[config.mk]
export PLATFORM = sky130hd
export DESIGN_NAME = markdown_first_token_scanner
export DESIGN_NICKNAME = d
export VERILOG_FILES = /design/src/hw/rtl/mdfts_pkg.sv /design/src/hw/rtl/mdfts_classify.sv /design/src/hw/rtl/mdfts_scan.sv /design/src/hw/rtl/markdown_first_token_scanner.sv
export SDC_FILE = /design/constraint.sdc
export NUM_CORES = 1
export LEC_CHECK = 0
export ABC_AREA = 0
export BUFFER_PORTS_ARGS = -buffer_cell sky130_fd_sc_hd__buf_2
export CAP_MARGIN = 20
export CORE_MARGIN = 8
export CORE_UTILIZATION = 35
export DETAILED_ROUTE_END_ITERATION = 12
export GPL_TIMING_DRIVEN = 0
export PLACE_DENSITY_LB_ADDON = 0.08
export SKIP_LAST_GASP = 1
export SYNTH_ARGS = -nofsm -noshare
export SYNTH_HDL_FRONTEND = slang
export SYNTH_SLANG_ARGS = --single-unit
[constraint.sdc]
create_clock -name clk -period 7.6 [get_ports clk]
set_clock_uncertainty 0.15 [all_clocks]
set_input_delay 1.14 -clock clk [delete_from_list [all_inputs] [get_ports clk]]
set_output_delay 1.14 -clock clk [all_outputs]
set_load 0.02 [all_outputs]
[src/hw/rtl/mdfts_pkg.sv]
// ----------------------------------------------------------------------------
// mdfts_pkg
// Types, constants and the per-offset scan step of the markdown token scanner.
// ----------------------------------------------------------------------------
package mdfts_pkg;

    localparam int CHAR_W       = 8;
    localparam int KIND_W       = 5;
    localparam int TOKEN_POS_W  = 12;
    localparam int M_TDATA_W    = 24;
    localparam int MAX_LINE_DEF = 4096;

    typedef logic [CHAR_W-1:0]      char_t;
    typedef logic [TOKEN_POS_W-1:0] tpos_t;

    typedef enum logic [KIND_W-1:0] {
        K_NONE   = 5'd0,
        K_ESCAPE = 5'd1,
        K_QBLOCK = 5'd2,
        K_LBREAK = 5'd3,
        K_COPEN  = 5'd4,
        K_CCLOSE = 5'd5,
        K_RULE   = 5'd6,
        K_H1     = 5'd7,
        K_H2     = 5'd8,
        K_H3     = 5'd9,
        K_H1LINE = 5'd10,
        K_ITALIC = 5'd11,
        K_BOLD   = 5'd12,
        K_STRIKE = 5'd13,
        K_ITEM   = 5'd14,
        K_TAB    = 5'd15,
        K_UNDER  = 5'd16,
        K_CODE   = 5'd17,
        K_AMP    = 5'd18,
        K_ENUM   = 5'd19,
        K_COLSEP = 5'd20,
        K_IMAGE  = 5'd21,
        K_LINK   = 5'd22,
        K_DQL    = 5'd23,
        K_DQR    = 5'd24,
        K_SQL    = 5'd25,
        K_SQR    = 5'd26,
        K_MATH   = 5'd27
    } token_kind_t;

    localparam char_t CH_NUL    = 8'h00;
    localparam char_t CH_TAB    = 8'h09;
    localparam char_t CH_SPACE  = 8'h20;
    localparam char_t CH_BANG   = 8'h21;
    localparam char_t CH_DQUOTE = 8'h22;
    localparam char_t CH_HASH   = 8'h23;
    localparam char_t CH_DOLLAR = 8'h24;
    localparam char_t CH_AMP    = 8'h26;
    localparam char_t CH_SQUOTE = 8'h27;
    localparam char_t CH_RPAREN = 8'h29;
    localparam char_t CH_STAR   = 8'h2A;
    localparam char_t CH_PLUS   = 8'h2B;
    localparam char_t CH_DASH   = 8'h2D;
    localparam char_t CH_DOT    = 8'h2E;
    localparam char_t CH_ZERO   = 8'h30;
    localparam char_t CH_NINE   = 8'h39;
    localparam char_t CH_LT     = 8'h3C;
    localparam char_t CH_EQ     = 8'h3D;
    localparam char_t CH_GT     = 8'h3E;
    localparam char_t CH_LBRACK = 8'h5B;
    localparam char_t CH_BSLASH = 8'h5C;
    localparam char_t CH_UNDER  = 8'h5F;
    localparam char_t CH_BTICK  = 8'h60;
    localparam char_t CH_PIPE   = 8'h7C;
    localparam char_t CH_TILDE  = 8'h7E;

    typedef struct packed {
        token_kind_t kind;
        logic        off;
    } class_t;

    typedef struct packed {
        logic        found;
        token_kind_t kind;
        tpos_t       pos;
        logic        in_run;
        tpos_t       run_start;
    } scan_st_t;

    typedef struct packed {
        logic        too_long;
        tpos_t       pos;
        token_kind_t kind;
    } result_t;

    // One offset: digit-run tracking, then the pattern class.
    function automatic scan_st_t examine_step(scan_st_t st, char_t a, class_t cls,
                                              logic testable, tpos_t p);
        scan_st_t r;
        logic     digit;
        logic     enum_hit;
        r        = st;
        digit    = (a inside {[CH_ZERO:CH_NINE]});
        enum_hit = 1'b0;
        if (!st.found && testable && !(st.in_run && digit))
        begin
            if (st.in_run)
            begin
                r.in_run = 1'b0;
                if (a == CH_DOT || a == CH_RPAREN)
                begin
                    enum_hit = 1'b1;
                    r.found  = 1'b1;
                    r.kind   = K_ENUM;
                    r.pos    = st.run_start;
                end
            end
            if (!enum_hit)
            begin
                if (digit)
                begin
                    r.in_run    = 1'b1;
                    r.run_start = p;
                end
                else if (cls.kind != K_NONE)
                begin
                    r.found = 1'b1;
                    r.kind  = cls.kind;
                    r.pos   = p + tpos_t'(cls.off);
                end
            end
        end
        return r;
    endfunction

endpackage

[src/hw/rtl/mdfts_classify.sv]
// ----------------------------------------------------------------------------
// mdfts_classify
// Priority pattern match of one offset over a four-byte lookahead window.
// ----------------------------------------------------------------------------
module mdfts_classify
(
    input  mdfts_pkg::char_t  a,
    input  mdfts_pkg::char_t  b,
    input  mdfts_pkg::char_t  c,
    input  mdfts_pkg::char_t  d,
    output mdfts_pkg::class_t cls
);

    always_comb
    begin
        cls.off  = 1'b0;
        cls.kind = mdfts_pkg::K_NONE;
        if (a == mdfts_pkg::CH_BSLASH && b != mdfts_pkg::CH_BSLASH)
            cls.kind = mdfts_pkg::K_ESCAPE;
        else if (a == mdfts_pkg::CH_GT)
            cls.kind = mdfts_pkg::K_QBLOCK;
        else if (a == mdfts_pkg::CH_SPACE && b == mdfts_pkg::CH_SPACE
                 && c == mdfts_pkg::CH_NUL)
            cls.kind = mdfts_pkg::K_LBREAK;
        else if (a == mdfts_pkg::CH_LT && b == mdfts_pkg::CH_BANG
                 && c == mdfts_pkg::CH_DASH && d == mdfts_pkg::CH_DASH)
            cls.kind = mdfts_pkg::K_COPEN;
        else if (a == mdfts_pkg::CH_DASH && b == mdfts_pkg::CH_DASH
                 && c == mdfts_pkg::CH_GT)
            cls.kind = mdfts_pkg::K_CCLOSE;
        else if ((a == mdfts_pkg::CH_DASH && b == mdfts_pkg::CH_DASH
                  && c == mdfts_pkg::CH_DASH)
                 || (a == mdfts_pkg::CH_STAR && b == mdfts_pkg::CH_STAR
                  && c == mdfts_pkg::CH_STAR))
            cls.kind = mdfts_pkg::K_RULE;
        else if (a == mdfts_pkg::CH_HASH && b != mdfts_pkg::CH_HASH)
            cls.kind = mdfts_pkg::K_H1;
        else if (a == mdfts_pkg::CH_HASH && b == mdfts_pkg::CH_HASH
                 && c != mdfts_pkg::CH_HASH)
            cls.kind = mdfts_pkg::K_H2;
        else if (a == mdfts_pkg::CH_HASH && b == mdfts_pkg::CH_HASH
                 && c == mdfts_pkg::CH_HASH && d != mdfts_pkg::CH_HASH)
            cls.kind = mdfts_pkg::K_H3;
        else if (a == mdfts_pkg::CH_EQ && b == mdfts_pkg::CH_EQ
                 && c == mdfts_pkg::CH_EQ)
            cls.kind = mdfts_pkg::K_H1LINE;
        else if (a == mdfts_pkg::CH_STAR && b != mdfts_pkg::CH_STAR)
            cls.kind = mdfts_pkg::K_ITALIC;
        else if (a == mdfts_pkg::CH_STAR)
            cls.kind = mdfts_pkg::K_BOLD;
        else if (a == mdfts_pkg::CH_TILDE && b == mdfts_pkg::CH_TILDE)
            cls.kind = mdfts_pkg::K_STRIKE;
        else if (a == mdfts_pkg::CH_PLUS || a == mdfts_pkg::CH_DASH)
            cls.kind = mdfts_pkg::K_ITEM;
        else if (a == mdfts_pkg::CH_TAB
                 || (a == mdfts_pkg::CH_SPACE && b == mdfts_pkg::CH_SPACE
                  && c == mdfts_pkg::CH_SPACE && d == mdfts_pkg::CH_SPACE))
            cls.kind = mdfts_pkg::K_TAB;
        else if (a == mdfts_pkg::CH_UNDER && b != mdfts_pkg::CH_UNDER)
            cls.kind = mdfts_pkg::K_UNDER;
        else if (a == mdfts_pkg::CH_BTICK && b == mdfts_pkg::CH_BTICK
                 && c == mdfts_pkg::CH_BTICK)
            cls.kind = mdfts_pkg::K_CODE;
        else if (a == mdfts_pkg::CH_AMP)
            cls.kind = mdfts_pkg::K_AMP;
        else if (a == mdfts_pkg::CH_PIPE)
            cls.kind = mdfts_pkg::K_COLSEP;
        else if (a == mdfts_pkg::CH_BANG && b == mdfts_pkg::CH_LBRACK)
            cls.kind = mdfts_pkg::K_IMAGE;
        else if (a == mdfts_pkg::CH_LBRACK)
            cls.kind = mdfts_pkg::K_LINK;
        else if (b == mdfts_pkg::CH_DQUOTE)
        begin
            cls.off  = 1'b1;
            cls.kind = (a == mdfts_pkg::CH_SPACE) ? mdfts_pkg::K_DQL : mdfts_pkg::K_DQR;
        end
        else if (b == mdfts_pkg::CH_SQUOTE)
        begin
            cls.off  = 1'b1;
            cls.kind = (a == mdfts_pkg::CH_SPACE) ? mdfts_pkg::K_SQL : mdfts_pkg::K_SQR;
        end
        else if (a == mdfts_pkg::CH_DOLLAR && b == mdfts_pkg::CH_DOLLAR
                 && c == mdfts_pkg::CH_DOLLAR)
            cls.kind = mdfts_pkg::K_MATH;
    end

endmodule

[src/hw/rtl/mdfts_scan.sv]
// ----------------------------------------------------------------------------
// mdfts_scan
// Line state: three pending bytes, byte count, first match. A nonzero byte into
// a full window tests the oldest offset; the end byte tests the rest and clears.
// ----------------------------------------------------------------------------
module mdfts_scan
#(
    parameter int MAX_LINE = mdfts_pkg::MAX_LINE_DEF
)
(
    input  logic                clk,
    input  logic                rst_n,
    input  logic                step,
    input  mdfts_pkg::char_t    char_code,
    output mdfts_pkg::result_t  result
);

    localparam int POS_W = $clog2(MAX_LINE + 9);
    localparam logic [POS_W-1:0] LINE_MAX = POS_W'(MAX_LINE);
    localparam logic [POS_W-1:0] LINE_SAT = POS_W'(MAX_LINE + 8);

    mdfts_pkg::char_t   win_reg [3];
    mdfts_pkg::char_t   win_next [3];
    logic [1:0]         fill_reg, fill_next;
    logic [POS_W-1:0]   bpos_reg, bpos_next;
    mdfts_pkg::scan_st_t st_reg, st_next;

    logic [POS_W-1:0]   bpos_inc;
    logic [POS_W-1:0]   p_norm;
    logic [POS_W-1:0]   p_base;
    logic [POS_W-1:0]   p_d1;
    logic [POS_W-1:0]   p_d2;
    mdfts_pkg::class_t  cls_n, cls_d0, cls_d1, cls_d2;
    mdfts_pkg::scan_st_t st_norm, st_d0, st_d1, st_d2;

    mdfts_classify u_cls_n
    (
        .a   (win_reg[0]),
        .b   (win_reg[1]),
        .c   (win_reg[2]),
        .d   (char_code),
        .cls (cls_n)
    );

    mdfts_classify u_cls_d0
    (
        .a   (win_reg[0]),
        .b   (win_reg[1]),
        .c   (win_reg[2]),
        .d   (mdfts_pkg::CH_NUL),
        .cls (cls_d0)
    );

    mdfts_classify u_cls_d1
    (
        .a   (win_reg[1]),
        .b   (win_reg[2]),
        .c   (mdfts_pkg::CH_NUL),
        .d   (mdfts_pkg::CH_NUL),
        .cls (cls_d1)
    );

    mdfts_classify u_cls_d2
    (
        .a   (win_reg[2]),
        .b   (mdfts_pkg::CH_NUL),
        .c   (mdfts_pkg::CH_NUL),
        .d   (mdfts_pkg::CH_NUL),
        .cls (cls_d2)
    );

    always_comb
    begin
        bpos_inc = (bpos_reg < LINE_SAT) ? bpos_reg + POS_W'(1) : bpos_reg;
        p_norm   = bpos_inc - POS_W'(4);
        st_norm  = mdfts_pkg::examine_step(st_reg, win_reg[0], cls_n,
                                           p_norm < LINE_MAX, mdfts_pkg::tpos_t'(p_norm));

        // end of line: remaining offsets, slots beyond the fill hold zero
        p_base = bpos_reg - POS_W'(fill_reg);
        p_d1   = p_base + POS_W'(1);
        p_d2   = p_base + POS_W'(2);
        st_d0  = (fill_reg > 2'd0)
            ? mdfts_pkg::examine_step(st_reg, win_reg[0], cls_d0,
                                      p_base < LINE_MAX, mdfts_pkg::tpos_t'(p_base))
            : st_reg;
        st_d1  = (fill_reg > 2'd1)
            ? mdfts_pkg::examine_step(st_d0, win_reg[1], cls_d1,
                                      p_d1 < LINE_MAX, mdfts_pkg::tpos_t'(p_d1))
            : st_d0;
        st_d2  = (fill_reg > 2'd2)
            ? mdfts_pkg::examine_step(st_d1, win_reg[2], cls_d2,
                                      p_d2 < LINE_MAX, mdfts_pkg::tpos_t'(p_d2))
            : st_d1;

        result.kind     = st_d2.found ? st_d2.kind : mdfts_pkg::K_NONE;
        result.pos      = st_d2.found ? st_d2.pos : '0;
        result.too_long = !st_d2.found && (bpos_reg > LINE_MAX);

        win_next  = win_reg;
        fill_next = fill_reg;
        bpos_next = bpos_reg;
        st_next   = st_reg;
        if (step)
        begin
            if (char_code != mdfts_pkg::CH_NUL)
            begin
                bpos_next = bpos_inc;
                if (fill_reg == 2'd3)
                begin
                    st_next     = st_norm;
                    win_next[0] = win_reg[1];
                    win_next[1] = win_reg[2];
                    win_next[2] = char_code;
                end
                else
                begin
                    win_next[fill_reg] = char_code;
                    fill_next          = fill_reg + 2'd1;
                end
            end
            else
            begin
                win_next  = '{default: mdfts_pkg::CH_NUL};
                fill_next = '0;
                bpos_next = '0;
                st_next   = '0;
            end
        end
    end

    always_ff @(posedge clk or negedge rst_n)
    begin
        if (!rst_n)
        begin
            win_reg  <= '{default: mdfts_pkg::CH_NUL};
            fill_reg <= '0;
            bpos_reg <= '0;
            st_reg   <= '0;
        end
        else
        begin
            win_reg  <= win_next;
            fill_reg <= fill_next;
            bpos_reg <= bpos_next;
            st_reg   <= st_next;
        end
    end

endmodule

[src/hw/rtl/markdown_first_token_scanner.sv]
// ----------------------------------------------------------------------------
// markdown_first_token_scanner
// Finds the first markdown token of a zero-terminated line of bytes.
// ----------------------------------------------------------------------------
// Throughput: one byte per cycle, set by the combinational window match, while
// no zero byte waits on m_tready. The zero byte and then its result are registered.
// Only the zero byte produces a result; m_tready stalls only zero bytes.
// Reset: rst_n clears the line state and both valid flags at once.
module markdown_first_token_scanner
#(
    parameter int MAX_LINE = mdfts_pkg::MAX_LINE_DEF
)
(
    input  logic                               clk,
    input  logic                               rst_n,
    input  logic                               s_tvalid,
    output logic                               s_tready,
    input  logic [mdfts_pkg::CHAR_W-1:0]       s_tdata,    // char_code[7:0]
    output logic                               m_tvalid,
    input  logic                               m_tready,
    output logic [mdfts_pkg::M_TDATA_W-1:0]    m_tdata     // token_kind[4:0],
                                                           // token_pos[16:5],
                                                           // line_too_long[17], zero
);

    logic               in_valid_reg, in_valid_next;
    mdfts_pkg::char_t   in_byte_reg;
    logic               out_valid_reg, out_valid_next;
    mdfts_pkg::result_t out_reg;
    mdfts_pkg::result_t result;
    logic               s_xfer;
    logic               adv;
    logic               is_end;

    assign is_end   = (in_byte_reg == mdfts_pkg::CH_NUL);
    assign adv      = in_valid_reg && (!is_end || !out_valid_reg || m_tready);
    assign s_tready = !in_valid_reg || adv;
    assign s_xfer   = s_tvalid && s_tready;

    assign in_valid_next  = s_xfer ? 1'b1 : (adv ? 1'b0 : in_valid_reg);
    assign out_valid_next = (adv && is_end) ? 1'b1 : (m_tready ? 1'b0 : out_valid_reg);

    mdfts_scan
    #(
        .MAX_LINE (MAX_LINE)
    )
    u_scan
    (
        .clk       (clk),
        .rst_n     (rst_n),
        .step      (adv),
        .char_code (in_byte_reg),
        .result    (result)
    );

    always_ff @(posedge clk or negedge rst_n)
    begin
        if (!rst_n)
        begin
            in_valid_reg  <= 1'b0;
            out_valid_reg <= 1'b0;
        end
        else
        begin
            in_valid_reg  <= in_valid_next;
            out_valid_reg <= out_valid_next;
        end
    end

    always_ff @(posedge clk)
    begin
        if (s_xfer)
        begin
            in_byte_reg <= s_tdata;
        end
        if (adv && is_end)
        begin
            out_reg <= result;
        end
    end

    assign m_tvalid = out_valid_reg;
    assign m_tdata  = {{(mdfts_pkg::M_TDATA_W - $bits(mdfts_pkg::result_t)){1'b0}}, out_reg};

endmodule

==> impl_metrics.csv, run 1 <==
group,metric,value,unit
outcome,status,"finished clean",
clock_tree,cts_resized,0,
power,p_total,3.84,mW
synth,yosysTopAreaCellShare,18.6,%
global_route,grt_max_degree,60,
clock_tree,insertion_delay,0.38,ns
placed_design,place_area,10300,sq um
clock_tree,cts_tree,"done",
final_layout,layout-drive-gt1-share,8.13,%
final_layout,n_antenna_cell,0,
setup_path,worstSetupEndpointType,"register",
synth,yosysSeqAreaShare,26.7,%
die,die-area,33200,sq um
placed_design,port-buffer-count,31,
power,leakage,3.97,nW
drt,wirelength,38.0,mm
timing,tightest_slew,1.07,ns
drt,vias,10200,
timing,rsz0062_at_grt,"false",
power,irDropWorstVdd,118,uV
drt,drcViolationCount,0,
final_layout,num-fill-cells,2915,
final_layout,layout_commonest_cell,"nand2_1",
clock_tree,cts_made_buffers,9,
die,rows,61,
clock_tree,post_cts_buffers,0,
synth,ys_warn_count,0,
clock_tree,htree_levels,3,
timing,post-route-period-util,87.2,%
power,pwr-share-clk,12.6,%
final_layout,final_area,10600,sq um
power,power_frac_comb,67.0,%
die,die_h,182,um
timing,max_freq,151,MHz
clock_tree,cts_root_buffer,"clkbuf_16",
setup_path,worstPathArrival,6.61,ns
power,swShare,54.4,%
timing,relSlewSlack,28.1,%
global_route,grtUsageTotal,22.6,%
timing,drv_slew,0,
synth,netlist.top_cell.by_area,"dfrtp_1",
global_route,antenna_found_initial,0,
placed_design,hpwl,29.8,mm
clock_tree,cts_hold_buf,0,
setup_path,critPathRequiredTime,7.59,ns
drt,dr.pass1.iters,7,
power,power.internal,1.75,mW
setup_path,startpoint_type,"register",
global_route,grt_pass1_wl,58.5,mm
timing,fin_hold_ws,0.346,ns
final_layout,finalNetCount,1331,
flow_run,drv_cap,0,
setup_path,critPathKind,"reg -> reg",
synth,yosysUniqueCellTypes,91,
clock_tree,clockBufferDepth,2,
timing,tns,0,ns
final_layout,final_core_util,38.7,%
synth,syn_inst,1248,
setup_path,r2r_slack,0.98,ns
final_layout,area_growth_syn_to_layout,9.90,%
synth,postSynth.asyncResetShare,73.5,%
global_route,overflow,0,
power,switchingPower,2.09,mW
synth,synthTopCellsByArea,"dfrtp_1 (19%), edfxtp_1 (8.1%), nand2_1 (5.5%)",
synth,synth_edf_count,26,
synth,synth_ff_type,"dfrtp_1",
power,seqPwrFrac,20.4,%
final_layout,largest_reg_flops,31,
die,initial_utilization,35.2,%
drt,via_per_inst,6.15,
hold_path,hold_path_class,"reg -> reg",
synth,synth_seq_cells,98,
timing,timing_hold_violations_final,0,
drt,drtIter0Drc,1281,
setup_path,cp_max_fo,10,
timing,min_period,6.62,ns
drt,wl_per_cell,23.1,um
clock_tree,cts.sink_count,98,
synth,netlist_area,9670,sq um
die,core_region_area,27500,sq um
placed_design,place_congestion,0.956,
global_route,grt_pass1_vias,9519,
final_layout,layout_common_cells,"nand2_1 (141), nor2_1 (112), o21ai_0 (89)",
clock_tree,cts.clk_slew.worst_paths,0.08,ns
die,ios,38,
power,powerDensity,362,nW/um^2
drt,ant_nets,0,
synth,avgSynthCellArea,7.75,sq um
die,die_w,182,um
timing,setup_viol,0,
final cells by class:
cell class                 count  area [sq um]  share of cell area, %
clock buffer                   9           225                   2.12
inverter                      28           105                  0.989
clock inverter                 7          61.3                  0.577
multi-input combinational   1036          6620                   62.3
timing repair buffer          35           210                   1.98
sequential                    98          2580                   24.3
buffer                        91           388                   3.65
tap                          346           433                   4.07
cell usage after synthesis, types with 25 or more instances:
cell and number:
o21ai_0 89, nand3_1 47, a21oi_1 73, nor2_1 113, nand4_1 28, xnor2_1 49
edfxtp_1 26, nand2_1 141, inv_1 28, a22oi_1 25, clkbuf_1 69, dfrtp_1 72
xor2_1 31, nor3_1 34
per-layer routing:
| metal | GRT usage [%] | wire [um] | vias to the layer above | part of all wire [%] |
|---|---|---|---|---|
| li1 | - | - | 4767 | - |
| met1 | 33.0 | 18200 | 4845 | 48 |
| met4 | 7.48 | 910 | 0 | 2.4 |
| met5 | 0 | 0 | - | 0 |
| met3 | 4.12 | 3240 | 65 | 8.5 |
| met2 | 32.9 | 15700 | 476 | 41 |
path summary, 6_finish.rpt:
check,to,from,cells after the start
min in group asynchronous,u_scan.win_reg[11]$_DFFE_PN0P_,rst_n,1
worst min-delay path,u_scan.st_reg[28]$_DFFE_PN0P_,u_scan.st_reg[28]$_DFFE_PN0P_,1
worst max register to register,m_tdata[0]$_SDFFCE_PN0P_,u_scan.bpos_reg[0]$_DFFE_PN0P_,18
worst max-delay path,m_tdata[0]$_SDFFCE_PN0P_,u_scan.bpos_reg[0]$_DFFE_PN0P_,18
max in group asynchronous,u_scan.bpos_reg[5]$_DFFE_PN0P_,rst_n,2
worst min register to register,u_scan.st_reg[28]$_DFFE_PN0P_,u_scan.st_reg[28]$_DFFE_PN0P_,1
per-stage QoR:
| stage | setup WS, ns | std cells |
|---|---|---|
| 2_1_floorplan | 2.80 | 1253 |
| 3_3_place_gp | 1.18 | 1630 |
| 3_5_place_dp | 1.18 | 1634 |
| 4_1_cts | 1.17 | 1650 |
| 5_1_grt | 0.681 | 1650 |
| 6_report | 0.976 | 1650 |
kinds of logic after synthesis:
kind of cell / synth area share (%)
buffers and inverters: 5.10
other: 0.0388
flip-flops: 26.7
AO/OA/AOI/OAI: 25.1
multiplexers: 2.01
adder cells (fa/ha/maj): 2.67
XOR/XNOR: 7.42
AND/OR/NAND/NOR: 31.0
worst max-delay path, cell delays in order, from the launching register on:
cell and delay [ns]:
dfrtp_1 0.44, inv_1 0.15, ha_1 0.21, inv_1 0.07
fa_1 0.78, ha_1 0.44, or4b_2 0.60, or3_1 0.32
nand3_1 0.28, a21boi_0 0.81, nand2_1 0.15, xnor2_1 0.30
and3_1 0.23, clkbuf_1 0.24, nand2_1 0.10, nand2_1 0.27
clkbuf_1 0.48, o211ai_1 0.20, o21a_1 0.15
power groups by stage:
stage / sequential [mW] / clock, mW / combinational (mW)
floorplan: 0.740 / 0 / 1.82
global placement: 0.787 / 0 / 2.50
detailed placement: 0.787 / 0 / 2.50
CTS: 0.776 / 0.499 / 2.51
global route: 0.794 / 0.514 / 2.81
finish: 0.783 / 0.486 / 2.57
No activity file was read; power rests on OpenSTA's default activity.
==> run 2: changes to the inputs <==
- BUFFER_PORTS_ARGS: -buffer_cell sky130_fd_sc_hd__buf_2 -> default
- DONT_BUFFER_PORTS: default -> 1
- TNS_END_PERCENT: default -> 100
==> impl_metrics.csv, run 2 (synthesis gave the netlist of run 1 again) <==
group,metric,value,unit
outcome,status,"finished clean",
setup_path,critPathMostFrequentCell,"nand2_1",
power,leakage,3.82,nW
clock_tree,insertion_delay,0.36,ns
die,die-area,33200,sq um
drt,wl_per_cell,23.8,um
final_layout,layout_commonest_cell,"nand2_1",
clock_tree,cts.clk_slew.worst_paths,0.07,ns
setup_path,path_cells,"inv_1, ha_1, inv_1, fa_1, ha_1, or4b_2, or3_1, nand3_1, a21boi_0, nand2_1, xnor2_1, and3_1, clkbuf_1, nand2_1, nand2_1, clkbuf_1, o21ai_0, o32ai_2",
timing,post-route-period-util,88.2,%
drt,via_per_inst,6.22,
final_layout,instances_no_fill,1619,
die,rows,61,
flow_run,drv_cap,0,
clock_tree,clockBufferDepth,2,
global_route,grt_pass1_wl,58.7,mm
final_layout,largest_reg_flops,31,
global_route,overflow,0,
timing,tns,0,ns
clock_tree,cts_resized,0,
setup_path,critPathRequiredTime,7.64,ns
clock_tree,cts_tree,"done",
drt,wirelength,38.5,mm
clock_tree,cts_made_buffers,9,
clock_tree,cts.sink_count,98,
placed_design,placed_cells,1602,
die,ios,38,
drt,ant_nets,0,
drt,vias,10100,
global_route,grt_max_degree,73,
hold_path,hold_path_class,"in -> async",
die,core_region_area,27500,sq um
setup_path,r2r_cells,18,
die,die_h,182,um
setup_path,slowest_stage,"a21boi_0",
setup_path,worstSetupEndpointType,"register",
timing,setup_viol,0,
final_layout,area_growth_syn_to_layout,7.86,%
final_layout,n_antenna_cell,0,
setup_path,r2r_slack,0.89,ns
drt,drtIter0Drc,1224,
final_layout,finalNetCount,1300,
placed_design,port-buffer-count,0,
die,initial_utilization,35.2,%
global_route,antenna_found_initial,0,
setup_path,startpoint_type,"register",
final_layout,layout_common_cells,"nand2_1 (141), nor2_1 (112), o21ai_0 (89)",
clock_tree,post_cts_buffers,0,
drt,dr.pass1.iters,7,
power,irDropWorstVdd,132,uV
setup_path,worstPathArrival,6.75,ns
placed_design,place_congestion,0.947,
setup_path,r2r-start,"u_scan.bpos_reg[0]$_DFFE_PN0P_",
setup_path,cp_max_fo,10,
clock_tree,cts_hold_buf,0,
timing,drv_slew,0,
clock_tree,htree_levels,3,
power,powerDensity,366,nW/um^2
timing,tightest_slew,1.08,ns
timing,rsz0062_at_grt,"false",
placed_design,hpwl,30.2,mm
final_layout,layout-drive-gt1-share,5.66,%
drt,drcViolationCount,0,
timing,timing_hold_violations_final,0,
global_route,grt_pass1_vias,9331,
timing,relSlewSlack,26.0,%
global_route,grtUsageTotal,22.9,%
die,die_w,182,um
setup_path,critPathKind,"reg -> reg",
timing,min_period,6.71,ns
timing,max_freq,149,MHz
setup_path,rr_endpoint,"m_tdata[10]$_SDFFCE_PN0P_",
clock_tree,cts_root_buffer,"clkbuf_16",
setup_path,max_stage_delay,0.87,ns
## run 2: changes by cell type in the layout (fill, tap and decap cells not counted), sizes merged
cell    previous run  this run
clkbuf            78        81
buf               57        26
inv               32        30
clkinv             2         1
## run 2: final cells by class
| type | count | area, sq um |
|---|---|---|
| Fill cell | 2918 | 17000 |
| Multi-Input combinational cell | 1036 | 6620 |
| Sequential cell | 98 | 2580 |
| Tap cell | 346 | 433 |
| Buffer | 91 | 388 |
| Clock buffer | 12 | 236 |
| Inverter | 28 | 105 |
| Timing Repair Buffer | 4 | 35.0 |
| Clock inverter | 4 | 27.5 |
## run 2: routing by layer
metal	GRT usage (%)	wire length [um]	vias to the layer above
met5	0	0	-
met4	6.49	851	0
met3	5.19	3070	56
met2	32.8	15700	431
met1	33.4	18900	4886
li1	-	-	4698
## run 2: worst max-delay path by stage
stage	from	endpoint	slack (ns)
CTS	u_scan.bpos_reg[0]$_DFFE_PN0P_	m_tdata[10]$_SDFFCE_PN0P_	1.18
global placement	u_scan.bpos_reg[0]$_DFFE_PN0P_	m_tdata[0]$_SDFFCE_PN0P_	1.13
detailed placement	u_scan.bpos_reg[0]$_DFFE_PN0P_	m_tdata[0]$_SDFFCE_PN0P_	1.20
finish	u_scan.bpos_reg[0]$_DFFE_PN0P_	m_tdata[10]$_SDFFCE_PN0P_	0.89
floorplan	u_scan.bpos_reg[0]$_DFFE_PN0P_	m_tdata[7]$_SDFFCE_PN0P_	2.80
global route	u_scan.bpos_reg[0]$_DFFE_PN0P_	m_tdata[10]$_SDFFCE_PN0P_	0.72
## run 2: power by group
group	switching (mW)	internal, mW	total, mW
Clock	0.232	0.224	0.457
Combinational	1.71	0.861	2.57
Sequential	0.125	0.660	0.785
Total	2.07	1.75	3.82
## run 2: metrics by stage
stage	instance area, sq um	hold slack (ns)	utilization (%)	setup WS, ns	power, mW
global route	10400	0.305	38.0	0.717	4.08
global placement	10100	0.332	36.8	1.13	3.29
detailed placement	10200	0.335	37.0	1.20	3.29
floorplan	9690	0.300	-	2.80	2.56
CTS	10400	0.309	37.9	1.18	3.75
finish	10400	0.318	38.0	0.894	3.82
## run 2: critical path, delay by kind of cell (launching register included)
family	cells	cell delay [ns]
AO/OA/AOI/OAI	3	1.25
XOR/XNOR	1	0.31
adder cells (fa/ha/maj)	3	1.44
buffers and inverters	4	0.97
flip-flops	1	0.44
AND/OR/NAND/NOR	7	1.97
